<file path="config.mk">
export PLATFORM = sky130hd
export DESIGN_NAME = fsig_fma
export DESIGN_NICKNAME = d
export VERILOG_FILES = /design/src/assert_macros.svh /design/src/fsig_pkg.sv /design/src/fsig_fma.sv
export SDC_FILE = /design/constraint.sdc
export NUM_CORES = 2
export LEC_CHECK = 0
export BUFFER_PORTS_ARGS = -buffer_cell sky130_fd_sc_hd__buf_2
export CAP_MARGIN = 20
export CORE_MARGIN = 2
export CORE_UTILIZATION = 50
export CTS_BUF_LIST = sky130_fd_sc_hd__clkbuf_8 sky130_fd_sc_hd__clkbuf_16
export DETAILED_ROUTE_END_ITERATION = 7
export PLACE_DENSITY_LB_ADDON = 0.25
export SETUP_SLACK_MARGIN = 0.5
export SYNTH_ARGS = -nofsm -noshare
export SYNTH_HDL_FRONTEND = slang
export SYNTH_SLANG_ARGS = --single-unit
</file>
<file path="constraint.sdc">
create_clock -name clk -period 15.1 [get_ports clk]
set_input_delay 0.755 -clock clk [delete_from_list [all_inputs] [get_ports clk]]
set_output_delay 0.755 -clock clk [all_outputs]
set_load 0.05 [all_outputs]
</file>
<file path="src/assert_macros.svh">
// Assertion helpers for the RTL files.
// Each macro expects signals named clk and rst_n in the enclosing module.
`ifndef ASSERT_MACROS_SVH
`define ASSERT_MACROS_SVH

// Same-cycle implication, checked only while out of reset.
`define FSIG_ASSERT_IMPL(lbl, ante, cons, msg) \
  lbl: assert property (@(posedge clk) disable iff (!rst_n) (ante) |-> (cons)) \
    else $error(msg);

// Next-cycle implication, checked only while out of reset.
`define FSIG_ASSERT_NEXT(lbl, ante, cons, msg) \
  lbl: assert property (@(posedge clk) disable iff (!rst_n) (ante) |=> (cons)) \
    else $error(msg);

`endif

</file>
<file path="src/fsig_pkg.sv">
`timescale 1ns / 1ps

package fsig_pkg;

  // Register stages of one fused multiply-add.
  localparam int FMA_LAT = 5;
  // Register stages of the reciprocal estimate: four divide stages and a pack stage.
  localparam int RCP_LAT = 5;

  // Signed exponent width used inside the arithmetic.
  localparam int EXP_W = 12;
  typedef logic signed [EXP_W-1:0] exp_t;

  // Single-precision constants.
  localparam logic [31:0] F_ONE       = 32'h3F80_0000;
  localparam logic [31:0] F_MAGIC     = 32'h4B40_007F;
  localparam logic [31:0] F_MAGIC_NEG = 32'hCB40_007F;
  localparam logic [31:0] F_LOG2E     = 32'h3FB8_AA3B;
  localparam logic [31:0] F_MLN2      = 32'hBF31_7218;
  localparam logic [31:0] F_C1        = 32'h3F7F_FFFB;
  localparam logic [31:0] F_C2        = 32'h3EFF_FEE3;
  localparam logic [31:0] F_C3        = 32'h3E2A_AD40;
  localparam logic [31:0] F_C4        = 32'h3D2B_9D0D;
  localparam logic [31:0] F_C5        = 32'h3C07_CFCE;
  localparam logic [31:0] F_NEG_ZERO  = 32'h8000_0000;
  localparam logic [31:0] F_SIGN      = 32'h8000_0000;
  localparam logic [31:0] F_NAN_SET   = 32'h8040_0000;
  localparam logic [30:0] CUTOFF_ABS  = 31'h42AE_AC4F;
  localparam logic [30:0] INF_ABS     = 31'h7F80_0000;

  // Input word.
  typedef struct packed {
    logic [31:0] x_bits;
    logic        end_of_vector;
  } in_word_t;

  // Result word.
  typedef struct packed {
    logic [31:0] y_bits;
    logic        end_of_vector_out;
  } out_word_t;

  // Leading-zero count of a 63-bit word; an all-zero word gives 63.
  function automatic logic [5:0] lzc63(input logic [62:0] v);
    logic [5:0] n;
    logic       found;
    n     = 6'd63;
    found = 1'b0;
    for (int i = 62; i >= 0; i--) begin
      if (!found && v[i]) begin
        n     = 6'(62 - i);
        found = 1'b1;
      end
    end
    return n;
  endfunction

endpackage

</file>
<file path="src/fsig_fma.sv">
`timescale 1ns / 1ps

// Fused multiply-add a*b + c with one round-to-nearest-even step.
// Five register stages: multiply, normalize and order, align and add,
// normalize the sum, round and pack.
module fsig_fma (
  input  logic        clk,
  input  logic        en,
  input  logic [31:0] a,
  input  logic [31:0] b,
  input  logic [31:0] c,
  output logic [31:0] r
);

  // Stage 1: unpack, multiply, normalize the addend.
  logic [23:0]         ma, mb, mc;
  fsig_pkg::exp_t      ea, eb, ec;
  logic [5:0]          lzc_c;
  logic [47:0]         s1_mp_nxt;
  fsig_pkg::exp_t      s1_ep_nxt, s1_ec_nxt;
  logic [61:0]         s1_mc_nxt;

  logic [47:0]         s1_mp_r;
  fsig_pkg::exp_t      s1_ep_r, s1_ec_r;
  logic [61:0]         s1_mc_r;
  logic                s1_sp_r, s1_sc_r, s1_pz_r, s1_cz_r;

  always_comb begin
    ma = {|a[30:23], a[22:0]};
    mb = {|b[30:23], b[22:0]};
    mc = {|c[30:23], c[22:0]};
    ea = (a[30:23] == 8'd0) ? fsig_pkg::exp_t'(-149)
                            : fsig_pkg::exp_t'(a[30:23]) - fsig_pkg::exp_t'(150);
    eb = (b[30:23] == 8'd0) ? fsig_pkg::exp_t'(-149)
                            : fsig_pkg::exp_t'(b[30:23]) - fsig_pkg::exp_t'(150);
    ec = (c[30:23] == 8'd0) ? fsig_pkg::exp_t'(-149)
                            : fsig_pkg::exp_t'(c[30:23]) - fsig_pkg::exp_t'(150);
    s1_mp_nxt = 48'(ma) * 48'(mb);
    s1_ep_nxt = ea + eb;
    lzc_c     = fsig_pkg::lzc63({mc, 39'd0});
    s1_mc_nxt = 62'(mc) << (6'd38 + lzc_c);
    s1_ec_nxt = ec - fsig_pkg::exp_t'(38) - fsig_pkg::exp_t'(lzc_c);
  end

  always_ff @(posedge clk) begin
    if (en) begin
      s1_mp_r <= s1_mp_nxt;
      s1_ep_r <= s1_ep_nxt;
      s1_sp_r <= a[31] ^ b[31];
      s1_mc_r <= s1_mc_nxt;
      s1_ec_r <= s1_ec_nxt;
      s1_sc_r <= c[31];
      s1_pz_r <= (ma == 24'd0) || (mb == 24'd0);
      s1_cz_r <= (mc == 24'd0);
    end
  end

  // Stage 2: normalize the product and order the two terms by magnitude.
  logic [5:0]          lzc_p;
  logic [61:0]         mp_n;
  fsig_pkg::exp_t      ep_n;
  logic                prod_big;
  logic [61:0]         s2_big_nxt, s2_sml_nxt;
  fsig_pkg::exp_t      s2_ebig_nxt, s2_esml;
  logic                s2_sbig_nxt, s2_ssml_nxt;

  logic [61:0]         s2_big_r, s2_sml_r;
  fsig_pkg::exp_t      s2_ebig_r, s2_dd_r;
  logic                s2_sbig_r, s2_ssml_r, s2_sz_r, s2_bz_r, s2_zs_r;

  always_comb begin
    lzc_p    = fsig_pkg::lzc63({s1_mp_r, 15'd0});
    mp_n     = 62'(s1_mp_r) << (6'd14 + lzc_p);
    ep_n     = s1_ep_r - fsig_pkg::exp_t'(14) - fsig_pkg::exp_t'(lzc_p);
    prod_big = (ep_n > s1_ec_r) || ((ep_n == s1_ec_r) && (mp_n >= s1_mc_r));
    if (s1_cz_r || (!s1_pz_r && prod_big)) begin
      s2_big_nxt  = mp_n;
      s2_ebig_nxt = ep_n;
      s2_sbig_nxt = s1_sp_r;
      s2_sml_nxt  = s1_mc_r;
      s2_esml     = s1_ec_r;
      s2_ssml_nxt = s1_sc_r;
    end else begin
      s2_big_nxt  = s1_mc_r;
      s2_ebig_nxt = s1_ec_r;
      s2_sbig_nxt = s1_sc_r;
      s2_sml_nxt  = mp_n;
      s2_esml     = ep_n;
      s2_ssml_nxt = s1_sp_r;
    end
  end

  always_ff @(posedge clk) begin
    if (en) begin
      s2_big_r  <= s2_big_nxt;
      s2_sml_r  <= s2_sml_nxt;
      s2_ebig_r <= s2_ebig_nxt;
      s2_dd_r   <= s2_ebig_nxt - s2_esml;
      s2_sbig_r <= s2_sbig_nxt;
      s2_ssml_r <= s2_ssml_nxt;
      s2_sz_r   <= s1_pz_r | s1_cz_r;
      s2_bz_r   <= s1_pz_r & s1_cz_r;
      s2_zs_r   <= s1_sp_r & s1_sc_r;
    end
  end

  // Stage 3: align the smaller term with a sticky bit, then add or subtract.
  logic [61:0]         sml_al;
  logic [62:0]         s3_sum_nxt;

  logic [62:0]         s3_sum_r;
  fsig_pkg::exp_t      s3_ebig_r;
  logic                s3_sbig_r, s3_bz_r, s3_zs_r;

  always_comb begin
    if (s2_sz_r) begin
      sml_al = 62'd0;
    end else if (s2_dd_r >= fsig_pkg::exp_t'(63)) begin
      sml_al = 62'd1;
    end else begin
      sml_al = (s2_sml_r >> s2_dd_r[5:0])
             | 62'(|(s2_sml_r & ~({62{1'b1}} << s2_dd_r[5:0])));
    end
    if (s2_sbig_r == s2_ssml_r) begin
      s3_sum_nxt = {1'b0, s2_big_r} + {1'b0, sml_al};
    end else begin
      s3_sum_nxt = {1'b0, s2_big_r} - {1'b0, sml_al};
    end
  end

  always_ff @(posedge clk) begin
    if (en) begin
      s3_sum_r  <= s3_sum_nxt;
      s3_ebig_r <= s2_ebig_r;
      s3_sbig_r <= s2_sbig_r;
      s3_bz_r   <= s2_bz_r;
      s3_zs_r   <= s2_zs_r;
    end
  end

  // Stage 4: bring the leading one of the sum to the top bit.
  logic [5:0]          lzc_s;

  logic [62:0]         s4_nrm_r;
  fsig_pkg::exp_t      s4_be_r;
  logic                s4_sbig_r, s4_bz_r, s4_zs_r, s4_mz_r;

  always_comb begin
    lzc_s = fsig_pkg::lzc63(s3_sum_r);
  end

  always_ff @(posedge clk) begin
    if (en) begin
      s4_nrm_r  <= s3_sum_r << lzc_s;
      s4_be_r   <= s3_ebig_r + fsig_pkg::exp_t'(189) - fsig_pkg::exp_t'(lzc_s);
      s4_sbig_r <= s3_sbig_r;
      s4_bz_r   <= s3_bz_r;
      s4_zs_r   <= s3_zs_r;
      s4_mz_r   <= (s3_sum_r == 63'd0);
    end
  end

  // Stage 5: denormalize if needed, round to nearest even and pack.
  fsig_pkg::exp_t      den_amt;
  logic [5:0]          amt;
  logic [62:0]         shn;
  logic                lost, g_bit, st_bit;
  logic [23:0]         q;
  logic [24:0]         qr;
  logic [7:0]          base;
  logic [31:0]         mag;
  logic [31:0]         r_nxt;
  logic [31:0]         r_r;

  always_comb begin
    den_amt = fsig_pkg::exp_t'(1) - s4_be_r;
    if (s4_be_r >= fsig_pkg::exp_t'(1)) begin
      amt  = 6'd0;
      base = s4_be_r[7:0] - 8'd1;
    end else begin
      amt  = (den_amt >= fsig_pkg::exp_t'(63)) ? 6'd63 : den_amt[5:0];
      base = 8'd0;
    end
    shn    = s4_nrm_r >> amt;
    lost   = |(s4_nrm_r & ~({63{1'b1}} << amt));
    q      = shn[62:39];
    g_bit  = shn[38];
    st_bit = (|shn[37:0]) | lost;
    qr     = {1'b0, q} + 25'(g_bit & (st_bit | q[0]));
    mag    = {1'b0, base, 23'd0} + 32'(qr);
    if ((s4_be_r >= fsig_pkg::exp_t'(255)) || (mag >= {1'b0, fsig_pkg::INF_ABS})) begin
      mag = {1'b0, fsig_pkg::INF_ABS};
    end
    if (s4_bz_r) begin
      r_nxt = {s4_zs_r, 31'd0};
    end else if (s4_mz_r) begin
      r_nxt = 32'd0;
    end else begin
      r_nxt = {s4_sbig_r, mag[30:0]};
    end
  end

  always_ff @(posedge clk) begin
    if (en) begin
      r_r <= r_nxt;
    end
  end

  assign r = r_r;

endmodule

</file>
-- Yosys cells after proc, flatten, opt, wreduce, memory -nomap -nowiden
Index checks and enable logic that the tools add are counted.
- word-level logic and storage cells: 650
- output and inout port bits: 32
- bits of input ports: 98
- register bits: 480
- $add $sub $neg: 19
- multipliers: 1
- shifts and indexed selects: 7
- equal/unequal tests: 2
- bitwise operators: 12
- reductions and logical operators: 286
- muxes and demuxes: 285
- magnitude comparators: 7
- operator list (kind ; number):
    $mux W6 ; 137
    $mux W62 ; 4
    $logic_and A1 B1 Y1 ; 134
    $mux W1 ; 134
    $logic_not A1 Y1 ; 133
    $logic_not A24 Y1 ; 3
    $mux W32 ; 2
    $add A62 B62 Y63 ; 1
    $and A63 B63 Y63 ; 1
    $logic_not A63 Y1 ; 1
    $mux W63 ; 1
    $not A63 Y63 ; 1
    $reduce_or A63 Y1 ; 1
    $shl A63 B6 Y63 ; 1
    $shl A63 B6 Y63 const A ; 1
    $shr A63 B6 Y63 ; 1
    $sub A62 B62 Y63 ; 1
    $and A62 B62 Y62 ; 1
    $ge A62 B62 Y1 ; 1
    $not A62 Y62 ; 1
    $or A62 B1 Y62 ; 1
    $reduce_or A62 Y1 ; 1
    $shl A24 B6 Y62 ; 1
    $shl A48 B6 Y62 ; 1
    35 further kinds ; 55

-- Longest topological paths before layout
- word-level depth: 188
- mapped depth: 41
- mapped depth without buffers: 37

-- Worst setup path before layout
No wires, ideal clock.
- path type: reg2reg
- start: register s1_mp_r[31]
- end: register s2_dd_r[10] (data pin)
- data required time: 14842 ps
- stages on the path, launching flop included: 41
- clock period less this slack: 9008 ps
- buffers on the path: 4
- arrival: 8750 ps
- library setup time: 258 ps
- path slack: 6092 ps
- cell sequence: edfxtp_1 -> or4_1 -> or4_1 -> nor4_4 -> nand2b_1 -> inv_1 -> and3_1 -> a21oi_1 -> buf_4 -> buf_2 -> clkbuf_1 -> ha_1 -> inv_1 -> ha_1 -> fa_1 -> a21o_1 -> a21oi_1 -> o21bai_1 -> [... 5 more ...] -> and2_1 -> nand3_1 -> or3_1 -> a2111oi_0 -> o21ai_0 -> a311oi_1 -> o211ai_1 -> and2_1 -> clkbuf_1 -> or3_1 -> a21boi_0 -> ha_1 -> o211ai_1 -> a21boi_0 -> o211a_1 -> o2111ai_1 -> nand3b_1 -> xor2_1
- longest elaborated chain between the ends: 104
- elaborated cells between the ends (all ways): 139
- those cells by class: 3 x add/sub; 2 x order compare; 1 x eq/ne; 1 x shift; 65 x mux; 67 x reduce/logical
- ends and longest elaborated chain (element ; RTL line ; text):
    start, declared ; fsig_fma.sv:23 ; logic [47:0] s1_mp_r;
    start signal, assigned ; fsig_fma.sv:47 ; s1_mp_r <= s1_mp_nxt;
    $logic_and A1 B1 Y1 ; fsig_pkg.sv:50 ; if (!found && v[i]) begin
    $mux W1 ; fsig_pkg.sv:50 ;
    $logic_not A1 Y1 ; fsig_pkg.sv:50 ;
    $logic_and A1 B1 Y1 ; fsig_pkg.sv:50 ;
    $mux W1 ; fsig_pkg.sv:50 ;
    $logic_not A1 Y1 ; fsig_pkg.sv:50 ;
    $logic_and A1 B1 Y1 ; fsig_pkg.sv:50 ;
    $mux W1 ; fsig_pkg.sv:50 ;
    [... 88 more ...] ; -- ;
    $shl A48 B6 Y62 ; fsig_fma.sv:73 ; mp_n = 62'(s1_mp_r) << (6'd14 + lzc_p);
    $ge A62 B62 Y1 ; fsig_fma.sv:75 ; prod_big = (ep_n > s1_ec_r) || ((ep_n == s1_ec_r) && (mp_n >= s1_mc_r));
    $logic_and A1 B1 Y1 ; fsig_fma.sv:75 ;
    $logic_or A1 B1 Y1 ; fsig_fma.sv:75 ;
    $logic_and A1 B1 Y1 ; fsig_fma.sv:76 ; if (s1_cz_r || (!s1_pz_r && prod_big)) begin
    $logic_or A1 B1 Y1 ; fsig_fma.sv:76 ;
    $mux W12 ; fsig_fma.sv:76 ;
    $sub A12 B12 Y12 * ; fsig_fma.sv:98 ; s2_dd_r <= s2_ebig_nxt - s2_esml;
    end signal, assigned ; fsig_fma.sv:98 ;
    end, declared ; fsig_fma.sv:68 ; fsig_pkg::exp_t s2_ebig_r, s2_dd_r;
Mark *: on every way between the ends. The rest lies on a longest branch, timed or not.
A chain may end at the register's enable or synchronous reset.

-- Final worst setup path
- start: register s1_mp_r[31]
- end: register s2_dd_r[11] (data pin)
Same word-level chain as after synthesis.

==> metrics <==
max_cap viols 0; critical path launch point type flip-flop; row cnt 131; post_cts resized 0; Final setup violation count 0; Primary FF master, synth edfxtp_1; TritonCTS Sinks 480; share of layout cells above drive strength 1 8.30%; XOR/XNOR Fraction of Synth Area 3.52%; drt wl/cell 24.0 um; global placement routability congestion 0.969; via/cell ratio 6.23; post-synthesis cell type count 111; Port Buffers 129; 1st-pass router iterations 7; commonest non-fill, non-tap cells in the layout nand2_1 (894), inv_1 (699), mux2i_1 (529), fa_1 (487), edfxtp_1 (480); Ports 130; clock slew at reported path FFs 0.06 ns; dpl hpwl 165000 um; die footprint 0.131 mm^2; Buf+Inv Stages, Crit Path 4; slowest cell on the critical path inv_2; Worst-Skew Late Latency 0.65 ns; Max transition margin 19.5%; Final Max Tran Viols 0; CTS root buf clkbuf_16; RSZ-0062 raised after global routing false; Post-Route Skew 0.0435 ns; #FFs+latches synth 480; adder-cell share of the synthesized area 22.5%; Setup CP Type flip-flop to flip-flop; vias in the first global route 53300; Post-Layout Cell Count 8750; status finished, final reports clean; Hold Path Class input port to flip-flop; DRT antenna net count 0; first-pass GRT wire length 321000 um; Tmin final 9.96 ns; multiplexer share of the synthesized area 13.1%; Nets 8004; worst-margin pin slew 1.20 ns; final wirelength 210000 um; synthesized area per cell 8.97 um^2; fin crit share 66.0%; core area 0.128 mm^2; Total GRT Usage 31.4%; crit-path max FO 74; Mapped Area 0.0642 mm^2; FF-to-FF setup slack 5.14 ns; Final WS setup 5.14 ns; initial antenna violation count 8; Initial Util 50.3%; placed cell count 8653; crit path DAT 10.42 ns; maximum clock rate 100 MHz; largest net degree at the start of global routing 94; FFs w/ async S/R, synth 0%; Gate Count Post-Synth 7155; Design Area, Final 0.0679 mm^2; hold_buf cts 0; number of flops mapped to enable cells by yosys 480; Post-CTS Setup Inserts 0; DR iter-0 viols 5614; sequential fraction of the synthesis area 22.5%; DRC violations left 0; Cell Area, Placed 0.0660 mm^2; grt total ovfl 0; Critical Path RT 15.56 ns; area delta synth->final 5.82%; pre-CTS WS 5.20 ns; setup TNS 0 ns; H-tree levels 2; commonest non-fill, non-tap cell in the layout nand2_1; main combinational cell family by area after synthesis adder cells; family with the most delay on the worst path simple AND/OR/NAND/NOR gates; Die Ht 362 um; slowest stage delay, CP 0.75 ns; Hold Vio Cnt, Final 0; Max clock buf depth 3; TritonCTS clock tree yes; simple-gate share of the synthesized area 17.0%; vias 54600; synthesis warning total 0; Die Wd 362 um; Compound-Gate Fraction of Synth Area 14.6%; CTS Buf Count 51; Worst Setup End Kind flip-flop
-- synthesized netlist by cell type (37+ instances only) --
library cell / number / area [um^2]
nor2b_1: 39 / 244
mux2_2: 106 / 1190
nor4_1: 53 / 332
o22ai_1: 59 / 369
mux2i_1: 529 / 5300
nand2_1: 895 / 3360
edfxtp_1: 480 / 14400
nand3_1: 135 / 676
nor3_1: 116 / 581
nand2b_1: 54 / 338
buf_1: 48 / 180
xnor2_1: 169 / 1480
xor2_1: 89 / 780
a21o_1: 99 / 743
ha_1: 373 / 4670
o211ai_1: 41 / 308
clkbuf_1: 274 / 1030
o31ai_1: 45 / 338
and3_1: 37 / 231
nor2_1: 467 / 1750
o21bai_1: 44 / 330
a21oi_1: 385 / 1930
fa_1: 487 / 9750
o21ai_0: 320 / 1600
buf_2: 47 / 235
nand4_1: 45 / 282
a31oi_1: 48 / 300
and2_1: 279 / 1750
inv_1: 692 / 2600
o21a_1: 47 / 353
a211oi_1: 55 / 413
mux4_2: 81 / 1820
-- per-layer routing --
metal	vias up	global-route usage [%]	share of wire, %
met3	501	3.87	7.4
met2	2414	53.6	48
met4	12	12.9	4.7
met5	-	0	0.049
li1	24900	-	-
met1	26700	40.3	40
-- final timing paths --
path | start | endpoint | cells after the start
hold reg to reg | s2_ebig_r[2] | s3_ebig_r[2] | 0
hold / removal | c[31] | s1_sc_r | 1
setup / recovery | s1_mp_r[31] | s2_dd_r[11] | 29
setup reg to reg | s1_mp_r[31] | s2_dd_r[11] | 29
-- logic make-up (layout without fill, tap and decap cells) --
| family | after synthesis | after routing |
|---|---|---|
| other cells | 2 | 37 |
| xor+xnor | 258 | 258 |
| compound gates | 1443 | 1443 |
| buf+inv | 1097 | 995 |
| mux | 720 | 720 |
| fa+ha+maj | 862 | 862 |
| simple gates | 2293 | 2293 |
| flops | 480 | 480 |
-- state kept, by name, summed over array words and instances (netlist names), 12 cells and up --
| name | cells |
|---|---|
| s3_sum_r | 63 |
| s4_nrm_r | 63 |
| s1_mc_r | 62 |
| s2_big_r | 62 |
| s2_sml_r | 62 |
| s1_mp_r | 48 |
| r | 32 |
| s1_ec_r | 12 |
| s1_ep_r | 12 |
| s2_dd_r | 12 |
| s2_ebig_r | 12 |
| s3_ebig_r | 12 |
| s4_be_r | 12 |
-- through the flow --
stage	hold WS [ns]	utilization, %
6_report	0.416	53.2
2_1_floorplan	0.400	-
3_3_place_gp	0.402	51.8
3_5_place_dp	0.405	51.8
4_1_cts	0.367	53.2
5_1_grt	0.395	53.2
-- area by class of cell --
class,instances,area (um^2)
clock inverter,41,537
timing repair buffer,204,1250
sequential,480,14400
fill,11700,59600
tap,1662,2080
antenna,3,7.51
multi-input combinational,5610,45700
clock buffer,51,1280
inverter,699,2620
Power is not shown: default switching activity piles up to over one toggle a cycle in this logic, so the estimate is an artifact.
